**config.mk**
```make
export PLATFORM = sky130hd
export DESIGN_NAME = mdio_clause22_frame_master_top
export DESIGN_NICKNAME = d
export VERILOG_FILES = /design/src/design/mdio_c22_pkg.sv /design/src/design/mdio_clause22_frame_master_top.sv /design/src/design/mdio_c22_frame_seq.sv
export VERILOG_INCLUDE_DIRS = /design/src /design/src/design
export SDC_FILE = /design/constraint.sdc
export NUM_CORES = 1
export LEC_CHECK = 0
export BUFFER_PORTS_ARGS = -buffer_cell sky130_fd_sc_hd__buf_4
export CAP_MARGIN = 25
export CORE_ASPECT_RATIO = 0.6
export CORE_MARGIN = 2
export CORE_UTILIZATION = 59
export DETAILED_ROUTE_END_ITERATION = 12
export PLACE_DENSITY = 0.8
export SYNTH_ARGS = -nofsm -noshare
export SYNTH_HDL_FRONTEND = slang
export SYNTH_HIERARCHICAL = 1
export SYNTH_SLANG_ARGS = --single-unit
```
**constraint.sdc**
```tcl
create_clock -name clock -period 5.4 [get_ports clock]
set_input_delay 0.27 -clock clock [delete_from_list [all_inputs] [get_ports clock]]
set_output_delay 0.27 -clock clock [all_outputs]
set_load 0.1 [all_outputs]
```
**src/design/mdio_clause22_frame_master_top_defines.svh**
```systemverilog
// ----------------------------------------------------------------------------
// MDIO Clause 22 frame master: assertion macros
// Shared concurrent assertion forms, all disabled while reset is high.
// ----------------------------------------------------------------------------
`ifndef MDIO_CLAUSE22_FRAME_MASTER_TOP_DEFINES_SVH
`define MDIO_CLAUSE22_FRAME_MASTER_TOP_DEFINES_SVH

// Consequent must hold in the same cycle as the antecedent
`define MDIO_C22_ASSERT_NOW(label, clk, rst, ante, cons, msg) \
   label: assert property (@(posedge clk) disable iff (rst) (ante) |-> (cons)) \
      else $error(msg);

// Consequent must hold in the cycle after the antecedent
`define MDIO_C22_ASSERT_NEXT(label, clk, rst, ante, cons, msg) \
   label: assert property (@(posedge clk) disable iff (rst) (ante) |=> (cons)) \
      else $error(msg);

`endif

```
**src/design/mdio_c22_pkg.sv**
```systemverilog
// ----------------------------------------------------------------------------
// MDIO Clause 22 package
// Command codes, frame phases, frame constants and the request/result types.
// ----------------------------------------------------------------------------
`timescale 1ns / 1ps

package mdio_c22_pkg;

   // Command codes
   localparam logic [1:0] CMD_TICK  = 2'd0;
   localparam logic [1:0] CMD_READ  = 2'd1;
   localparam logic [1:0] CMD_WRITE = 2'd2;

   // Frame phases, one-hot
   typedef enum logic [5:0] {
      PH_IDLE = 6'b000001,
      PH_PRE  = 6'b000010,
      PH_HDR  = 6'b000100,
      PH_TA   = 6'b001000,
      PH_DATA = 6'b010000,
      PH_END  = 6'b100000
   } phase_type;

   // Bit counts per phase
   localparam logic [5:0] MAX_PREAMBLE = 6'd32;
   localparam logic [5:0] HDR_BITS     = 6'd14;
   localparam logic [5:0] TA_BITS      = 6'd2;
   localparam logic [5:0] DATA_BITS    = 6'd16;
   localparam logic [5:0] END_BITS     = 6'd1;

   // Start plus opcode, and the write turnaround
   localparam logic [3:0] READ_HEAD  = 4'b0110;
   localparam logic [3:0] WRITE_HEAD = 4'b0101;
   localparam logic [1:0] WRITE_TA   = 2'b10;

   typedef struct packed {
      logic [1:0]  cmd;
      logic [4:0]  phy_address;
      logic [4:0]  register_address;
      logic [15:0] write_value;
      logic        mdio_in;
   } req_type;

   typedef struct packed {
      logic        mdc;
      logic        mdio_out;
      logic        mdio_drive;
      logic        busy_res;
      logic        done_res;
      logic [15:0] read_value;
   } res_type;

endpackage

```
**src/design/mdio_clause22_frame_master_top.sv**
```systemverilog
// ----------------------------------------------------------------------------
// MDIO Clause 22 frame master
// Input register, frame sequencer and result register.
// ----------------------------------------------------------------------------
// Usage: every request on req_ is one half period of the management clock.
// req_cmd starts a read or a write from idle; it is ignored during a frame.
// Each request yields exactly one response on rsp_ carrying the clock level,
// the data line level and drive enable, busy/done flags and the last read
// value. The line is driven from these response fields by the user.
// Path: an accepted request is held in the input register and reaches rsp_
// through the result register when that register is free.
// Throughput: one request per cycle; the sequencer handles one tick per cycle
// between the input register and the result register.
// Stall: while rsp_stall holds a waiting response, one more request is taken
// into the input register, then req_stall rises until the response leaves.
// Reset (synchronous, active high) empties both registers, returns the frame
// to idle, clears the last read value and sets the preamble length to 32.
// csr_write_data sets the preamble length; write it only while idle.
// ----------------------------------------------------------------------------
`timescale 1ns / 1ps
`include "mdio_clause22_frame_master_top_defines.svh"

module mdio_clause22_frame_master_top (
   input  logic        clock,
   input  logic        reset,
   input  logic        req_valid,
   output logic        req_stall,
   input  logic [1:0]  req_cmd,
   input  logic [4:0]  req_phy_address,
   input  logic [4:0]  req_register_address,
   input  logic [15:0] req_write_value,
   input  logic        req_mdio_in,
   output logic        rsp_valid,
   input  logic        rsp_stall,
   output logic        rsp_mdc,
   output logic        rsp_mdio_out,
   output logic        rsp_mdio_drive,
   output logic        rsp_busy_res,
   output logic        rsp_done_res,
   output logic [15:0] rsp_read_value,
   input  logic        csr_write_enable,
   input  logic [5:0]  csr_write_data
);
   import mdio_c22_pkg::*;

   logic    in_valid_ff;
   req_type in_req_ff;
   logic    rsp_valid_ff;
   res_type rsp_ff;
   res_type seq_res;
   logic    advance;
   logic    accept;

   // Move the held request forward when the result register frees up
   assign advance   = in_valid_ff && (!rsp_valid_ff || !rsp_stall);
   assign req_stall = in_valid_ff && !advance;
   assign accept    = req_valid && !req_stall;

   // Input register
   always_ff @(posedge clock) begin
      if (reset) begin
         in_valid_ff <= 1'b0;
      end else if (accept) begin
         in_valid_ff <= 1'b1;
      end else if (advance) begin
         in_valid_ff <= 1'b0;
      end
   end

   always_ff @(posedge clock) begin
      if (accept) begin
         in_req_ff <= '{cmd: req_cmd, phy_address: req_phy_address,
                        register_address: req_register_address,
                        write_value: req_write_value, mdio_in: req_mdio_in};
      end
   end

   mdio_c22_frame_seq u_seq (
      .clock            (clock),
      .reset            (reset),
      .fire             (advance),
      .req              (in_req_ff),
      .csr_write_enable (csr_write_enable),
      .csr_write_data   (csr_write_data),
      .res              (seq_res)
   );

   // Result register
   always_ff @(posedge clock) begin
      if (reset) begin
         rsp_valid_ff <= 1'b0;
      end else if (advance) begin
         rsp_valid_ff <= 1'b1;
      end else if (!rsp_stall) begin
         rsp_valid_ff <= 1'b0;
      end
   end

   always_ff @(posedge clock) begin
      if (advance) begin
         rsp_ff <= seq_res;
      end
   end

   assign rsp_valid      = rsp_valid_ff;
   assign rsp_mdc        = rsp_ff.mdc;
   assign rsp_mdio_out   = rsp_ff.mdio_out;
   assign rsp_mdio_drive = rsp_ff.mdio_drive;
   assign rsp_busy_res   = rsp_ff.busy_res;
   assign rsp_done_res   = rsp_ff.done_res;
   assign rsp_read_value = rsp_ff.read_value;

   `MDIO_C22_ASSERT_NEXT(a_advance_fills_rsp, clock, reset, advance, rsp_valid_ff,
      "advanced request produced no response")
   `MDIO_C22_ASSERT_NEXT(a_blocked_req_kept, clock, reset, in_valid_ff && !advance,
      in_valid_ff, "blocked request was dropped")
   `MDIO_C22_ASSERT_NOW(a_stall_only_when_full, clock, reset, req_stall,
      in_valid_ff && rsp_valid_ff && rsp_stall, "input stalled with room to move")

endmodule

```
**src/design/mdio_c22_frame_seq.sv**
```systemverilog
// ----------------------------------------------------------------------------
// MDIO Clause 22 frame sequencer
// Holds the frame state and computes one half-period tick per fired request.
// ----------------------------------------------------------------------------
`timescale 1ns / 1ps
`include "mdio_clause22_frame_master_top_defines.svh"

module mdio_c22_frame_seq (
   input  logic                  clock,
   input  logic                  reset,
   input  logic                  fire,
   input  mdio_c22_pkg::req_type req,
   input  logic                  csr_write_enable,
   input  logic [5:0]            csr_write_data,
   output mdio_c22_pkg::res_type res
);
   import mdio_c22_pkg::*;

   logic [5:0]  preamble_ff;
   phase_type   phase_ff, phase_in;
   logic [5:0]  count_ff, count_in;
   logic        half_ff, half_in;
   logic        is_read_ff, is_read_in;
   logic [31:0] out_shift_ff, out_shift_in;
   logic [15:0] in_shift_ff, in_shift_in;
   logic [15:0] last_read_ff, last_read_in;

   // Compute the tick: optional frame start, then one half period
   always_comb begin
      logic       start;
      logic [5:0] pre;
      logic [5:0] dec;
      phase_type  ph;
      start        = (phase_ff == PH_IDLE) && (req.cmd == CMD_READ || req.cmd == CMD_WRITE);
      pre          = (preamble_ff > MAX_PREAMBLE) ? MAX_PREAMBLE : preamble_ff;
      dec          = '0;
      phase_in     = phase_ff;
      count_in     = count_ff;
      half_in      = half_ff;
      is_read_in   = is_read_ff;
      out_shift_in = out_shift_ff;
      in_shift_in  = in_shift_ff;
      last_read_in = last_read_ff;
      res          = '0;

      // Load a new frame
      if (start) begin
         is_read_in = (req.cmd == CMD_READ);
         if (req.cmd == CMD_READ) begin
            out_shift_in = {READ_HEAD, req.phy_address, req.register_address, 18'd0};
         end else begin
            out_shift_in = {WRITE_HEAD, req.phy_address, req.register_address, WRITE_TA,
                            req.write_value};
         end
         half_in     = 1'b0;
         in_shift_in = '0;
         if (pre == 6'd0) begin
            phase_in = PH_HDR;
            count_in = HDR_BITS;
         end else begin
            phase_in = PH_PRE;
            count_in = pre;
         end
      end

      ph = phase_in;
      if (ph != PH_IDLE) begin
         res.busy_res = 1'b1;
         res.mdc      = half_in;
         if (ph == PH_PRE) begin
            res.mdio_drive = 1'b1;
            res.mdio_out   = 1'b1;
         end else if (ph == PH_HDR || ((ph == PH_TA || ph == PH_DATA) && !is_read_in)) begin
            res.mdio_drive = 1'b1;
            res.mdio_out   = out_shift_in[31];
         end

         // Low half: raise the clock. High half: advance one bit.
         if (!half_in) begin
            half_in = 1'b1;
         end else begin
            half_in = 1'b0;
            if (ph == PH_HDR || ph == PH_TA || ph == PH_DATA) begin
               out_shift_in = {out_shift_in[30:0], 1'b0};
            end
            if (ph == PH_DATA && is_read_in) begin
               in_shift_in = {in_shift_in[14:0], req.mdio_in};
            end
            dec = (count_in != 6'd0) ? count_in - 6'd1 : count_in;
            count_in = dec;
            if (dec == 6'd0) begin
               case (ph)
                  PH_PRE: begin
                     phase_in = PH_HDR;
                     count_in = HDR_BITS;
                  end
                  PH_HDR: begin
                     phase_in = PH_TA;
                     count_in = TA_BITS;
                  end
                  PH_TA: begin
                     phase_in = PH_DATA;
                     count_in = DATA_BITS;
                  end
                  PH_DATA: begin
                     if (is_read_in) begin
                        last_read_in = in_shift_in;
                     end
                     phase_in = PH_END;
                     count_in = END_BITS;
                  end
                  default: begin
                     res.done_res = 1'b1;
                     phase_in     = PH_IDLE;
                     count_in     = 6'd0;
                  end
               endcase
            end
         end
      end else begin
         phase_in = PH_IDLE;
         half_in  = 1'b0;
      end
      res.read_value = last_read_in;
   end

   // Hold state between fired requests
   always_ff @(posedge clock) begin
      if (reset) begin
         preamble_ff  <= MAX_PREAMBLE;
         phase_ff     <= PH_IDLE;
         count_ff     <= '0;
         half_ff      <= 1'b0;
         is_read_ff   <= 1'b0;
         out_shift_ff <= '0;
         in_shift_ff  <= '0;
         last_read_ff <= '0;
      end else begin
         if (csr_write_enable) begin
            preamble_ff <= csr_write_data;
         end
         if (fire) begin
            phase_ff     <= phase_in;
            count_ff     <= count_in;
            half_ff      <= half_in;
            is_read_ff   <= is_read_in;
            out_shift_ff <= out_shift_in;
            in_shift_ff  <= in_shift_in;
            last_read_ff <= last_read_in;
         end
      end
   end

   `MDIO_C22_ASSERT_NOW(a_done_in_frame, clock, reset, res.done_res, res.busy_res,
      "done outside a frame")
   `MDIO_C22_ASSERT_NOW(a_out_needs_drive, clock, reset, res.mdio_out, res.mdio_drive,
      "data driven high while line released")
   `MDIO_C22_ASSERT_NEXT(a_end_to_idle, clock, reset,
      fire && phase_ff == PH_END && half_ff, phase_ff == PH_IDLE,
      "frame did not close after the trailing clock")

endmodule

```
After elaboration in Yosys (flattened, before gate mapping)
Index checks and enable logic that the tools add are counted.
{"block": "op_classes", "addsub": 1, "magnitude_cmp": 1, "eq_ne": 9, "mux": 42, "n_reduce_logical": 23}
{"op": "two-way mux 16 bit", "count": 9}
{"op": "two-way mux 32 bit", "count": 4}
{"op": "two-way mux 6 bit", "count": 11}
{"op": "two-way mux 30 bit", "count": 1}
{"op": "one-hot mux 6 bit (4 select lines)", "count": 1}
{"op": "one-hot mux 5 bit (4 select lines)", "count": 1}
{"op": "logical NOT 6 bit", "count": 2}
{"op": "two-way mux 1 bit", "count": 11}
{"op": "== test 6 x 1 -> 1 bit, second input constant", "count": 1}
{"op": "== test 6 x 2 -> 1 bit, second input constant", "count": 1}
{"op": "== test 6 x 3 -> 1 bit, second input constant", "count": 1}
{"op": "== test 6 x 4 -> 1 bit, second input constant", "count": 1}
{"op": "== test 6 x 5 -> 1 bit, second input constant", "count": 1}
{"op": "> comparator 6 bit, second input constant", "count": 1}
{"op": "logical AND 1 bit", "count": 6}
{"op": "logical OR 1 bit", "count": 6}
{"op": "two-way mux 2 bit", "count": 3}
{"op": "inequality test 6 x 1 -> 1 bit, second input constant", "count": 1}
{"op": "nonzero test 6 bit", "count": 1}
{"op": "subtractor 6 x 1 -> 6 bit, second input constant", "count": 1}
{"op": "logical NOT 1 bit", "count": 5}
{"op": "OR reduction 4 bit", "count": 1}
{"op": "two-way mux 3 bit", "count": 1}
{"op": "AND reduction 3 bit", "count": 1}
{"op": "4 further kinds", "count": 4}
{"block": "totals", "ff_bits": 136, "input_bits": 40, "word_cells": 97}

Longest topological paths before layout
{"block": "logic_depth", "depth_word": 13, "depth_mapped": 18, "mapped_depth_nobuf": 15}

By module
Netlist, hierarchy kept.
{"mod": "mdio_c22_frame_seq", "instances": 1, "cells_each": 536, "area_per_inst_um2": 4745.8, "seq_area_each_um2": 1661.6}
{"mod": "mdio_clause22_frame_master_top", "instances": 1, "cells_each": 60, "area_per_inst_um2": 1587.8, "seq_area_each_um2": 1541.5}

Worst setup path after synthesis
No wires, ideal clock.
{"block": "synth_path", "kind": "reg2reg", "start": "register rsp_valid_ff (netlist: rsp_valid)", "end": "register u_seq.last_read_ff[10]", "t_arrival_ns": 3.819, "setup_slack_ns": 1.456, "stages_incl_launch_ff": 9, "synth_period_minus_slack_ns": 3.944, "path_cell_list": "dfxtp_1 > a21boi_0 > and2_1 > buf_4 > nor3b_2 > buf_6 > buf_12 > mux2i_1 > nor2_1"}
{"block": "synth_via", "elab_chain_cells": 3}
{"item": "start: declaration", "line": "mdio_clause22_frame_master_top.sv:48", "rtl": "logic rsp_valid_ff;"}
{"item": "start signal: assignment", "line": "mdio_clause22_frame_master_top.sv:91", "rtl": "rsp_valid_ff <= 1'b0;"}
{"item": "start signal: assignment", "line": "mdio_clause22_frame_master_top.sv:93", "rtl": "rsp_valid_ff <= 1'b1;"}
{"item": "start signal: assignment", "line": "mdio_clause22_frame_master_top.sv:95", "rtl": "rsp_valid_ff <= 1'b0;"}
{"item": "logical NOT 1 bit", "line": "mdio_clause22_frame_master_top.sv:55", "rtl": "assign advance = in_valid_ff && (!rsp_valid_ff || !rsp_stall);"}
{"item": "logical OR 1 bit", "line": "mdio_clause22_frame_master_top.sv:55"}
{"item": "logical AND 1 bit", "line": "mdio_clause22_frame_master_top.sv:55"}
{"item": "net advance", "line": "mdio_clause22_frame_master_top.sv:51", "rtl": "logic advance;"}
{"item": "end signal: assignment", "line": "mdio_c22_frame_seq.sv:149", "rtl": "last_read_ff <= last_read_in;"}
{"item": "end: declaration", "line": "mdio_c22_frame_seq.sv:26", "rtl": "logic [15:0] last_read_ff, last_read_in;"}
The timed path passes the listed nets, and every way through them passes these cells.
A chain may end at the register's enable or synchronous reset.

==> reports/metrics.json <==
{
  "total_global_routing_overflow": 0,
  "die-width_um": 137.8,
  "syn_area_per_cell_um2": 10.63,
  "vias": 4751,
  "ctsLongestPathBuffers": 2,
  "synth_async_sr_flop_share": 0,
  "ys_types": 75,
  "slew_headroom": 0.3112,
  "antennaDiodeCount": 0,
  "fin_cells": 796,
  "ys_seq_elements": 135,
  "hold_violations": 0,
  "synth_most_common_cell": "nor2_1",
  "layout_area_growth_over_synthesis_pct": 16.77,
  "timing_worst_slew_pin_value_ns": 1.026,
  "via_per_inst": 5.969,
  "max_clk_rate_ghz": 0.2531,
  "cts.sinks": 135,
  "design.core.area_mm2": 0.01052,
  "leakage_nw": 2.859,
  "maximum_vdd_drop_uv": 264.2,
  "post-cts-setup-buffer-count": 0,
  "drtAntennaViolNets": 0,
  "route.final.wire_length_um": 13760,
  "setup.worst_path.start": "in_req_ff[27]",
  "ctsResizeCount": 0,
  "timing.hold.worst.start": "req_phy_address[0]",
  "die_height_um": 84.26,
  "timing_max_transition_violations_final": 0,
  "timing.final.crit_period_ns": 3.951,
  "htree_num_levels": 4,
  "fillCellCount": 764,
  "design.die.area_mm2": 0.01161,
  "totalNegativeSetupSlack_ns": 0,
  "num-nets-final": 687,
  "post-synth-top-area-fraction": 0.2687,
  "critical_path.startpoint_type": "register",
  "min_period_over_period": 0.7316,
  "grt_max_degree": 78,
  "grt_pass1_wl_um": 22100,
  "synthCells": 596,
  "place_inst": 763,
  "place.detailed.hpwl_um": 8975,
  "ios": 63,
  "mappedNetlistArea_mm2": 0.006334,
  "syn_nets": 639,
  "ctsHoldBuffers": 0,
  "synth.largest_area_cell": "dfxtp_1",
  "yosysSeqAreaShare": 0.5057,
  "initial_core_util": 0.6019,
  "synthesis.yosys.warnings": 6,
  "final_layout_size_suffix_gt1_frac": 0.2329,
  "timing.setup.critical_path_class": "reg2reg",
  "worst_skew_pair.late_latency_ns": 0.41,
  "rsz0062_at_grt": "no",
  "gp_congestion": 0.8607,
  "pd_cells_mw_per_mm2": 358.5,
  "rows": 29,
  "reg2reg_from": "in_req_ff[27]",
  "number_of_antenna_violations_at_the_first_check_in_global_routing": 0,
  "post-route-drc-count": 0,
  "cts_inserted_buffers": 17,
  "run_status": "finished, final reports clean",
  "synth_enable_flop_cells": 50,
  "cts.clk_slew.worst_paths_ns": 0.06,
  "synth_top_flop_cell": "dfxtp_1",
  "io_buffers": 62,
  "synth_top_cells_by_count": "nor2_1 (86), dfxtp_1 (85), mux2i_1 (60)",
  "finalSetupViolCount": 0,
  "hold_path.class": "in2reg",
  "number_of_global_route_vias_before_repair": 4365,
  "synth_area_leaders": "dfxtp_1 (27%), edfxtp_1 (24%), mux2i_1 (9.5%), nor2_1 (5.1%), a21oi_1 (3.0%)",
  "arrival_ns": 4.10,
  "postLayoutCoreUtil": 0.7029,
  "drt_pass1_iterations": 6,
  "routed_wire_length_per_instance_um": 17.29,
  "critPathRequiredTime_ns": 5.55,
  "cp-end-kind": "register",
  "critical_path_maximum_fanout": 16,
  "drt_first_iter_violations": 386,
  "drv.max_cap_violation_count": 0,
  "globalRouteTotalUtil": 0.2463,
  "ctsRootBufferMaster": "clkbuf_16",
  "timing.clock.skew_ns": 0.008729,
  "tritoncts": "done"
}
-- final cells by class --
type                            count  area [um^2]  area share
Timing Repair Buffer               71        533.0     0.07207
Sequential cell                   135         3203      0.4331
Tap cell                          139        173.9     0.02352
Multi-Input combinational cell    408         2856      0.3862
Inverter                           11        41.29    0.005583
Clock buffer                       19        432.9     0.05853
Clock inverter                     13        155.1     0.02098
-- metal layers --
layer,vias to the layer above,track usage,routed length [um]
met5,-,0,0
met4,0,0.08071,164
met2,195,0.3695,6223
met3,21,0.06039,868
li1,2271,-,-
met1,2264,0.3520,6502
-- worst paths after layout --
path / end / slack [ns] / cells past startpoint
min: in_req_ff[22] / 0.03 / 1
max: rsp_read_value[15] / 1.45 / 13
max reg2reg: rsp_read_value[15] / 1.45 / 13
min reg2reg: u_seq/out_shift_ff[30] / 0.47 / 1
-- critical path, cell delays in order, from the launching register on --
cell       delay [ns]
edfxtp_1         0.38
ha_1             0.37
or4b_4           0.57
nor2_4           0.16
a31oi_4          0.16
ha_1             0.32
o21ai_0          0.13
nor4_2           0.07
a31o_2           0.26
and3_2           0.24
o2bb2ai_4        0.29
nor2_8           0.09
nand2_4          0.27
mux2_2           0.39
-- power by group --
| group | internal [W] | switching [W] |
|---|---|---|
| logic | 0.000126 | 0.000257 |
| clock network | 0.000723 | 0.000421 |
| registers | 0.00110 | 0.0000267 |
-- flip-flops by register name (all words and copies together), names as in the netlist, 6 cells and up --
name and cells:
rsp_read_value 16, u_seq/count_ff 6, in_req_ff 29, u_seq/last_read_ff 16, u_seq/preamble_ff 6, u_seq/phase_ff 6, u_seq/in_shift_ff 15, u_seq/out_shift_ff 32
-- cells by family after synthesis --
family / after synthesis / synth area share
AO/OA/AOI/OAI: 130 / 0.1434
AND/OR/NAND/NOR: 196 / 0.1650
XOR/XNOR: 1 / 0.001383
buffers and inverters: 53 / 0.04543
multiplexers: 78 / 0.1331
adder cells (fa/ha/maj): 3 / 0.005927
flip-flops: 135 / 0.5057
-- cells in the final DEF, fill, tap and decap left out, types with 11 or more instances in the layout --
cell type,count
clkbuf_16,17
o21ai_0,18
and3_1,17
buf_4,71
nor2_1,85
inv_1,11
nand2_1,21
mux2i_1,60
dfxtp_1,85
a22oi_1,19
edfxtp_1,50
a21oi_1,38
nor3_1,11
-- per-stage QoR --
stage                     worst slack, ns  power [W]  instance area (um^2)  hold WS (ns)
after floorplan                     1.456   0.001426                  6334        0.3324
after global placement              1.575   0.001513                  6800        0.4470
after detailed placement            1.518   0.001521                  6800        0.4494
after CTS                           1.482   0.002663                  7388       0.01971
after global routing                1.306   0.002749                  7396       0.01600
final                               1.449   0.002651                  7396       0.03377
Power figures use the tool's default switching activity.
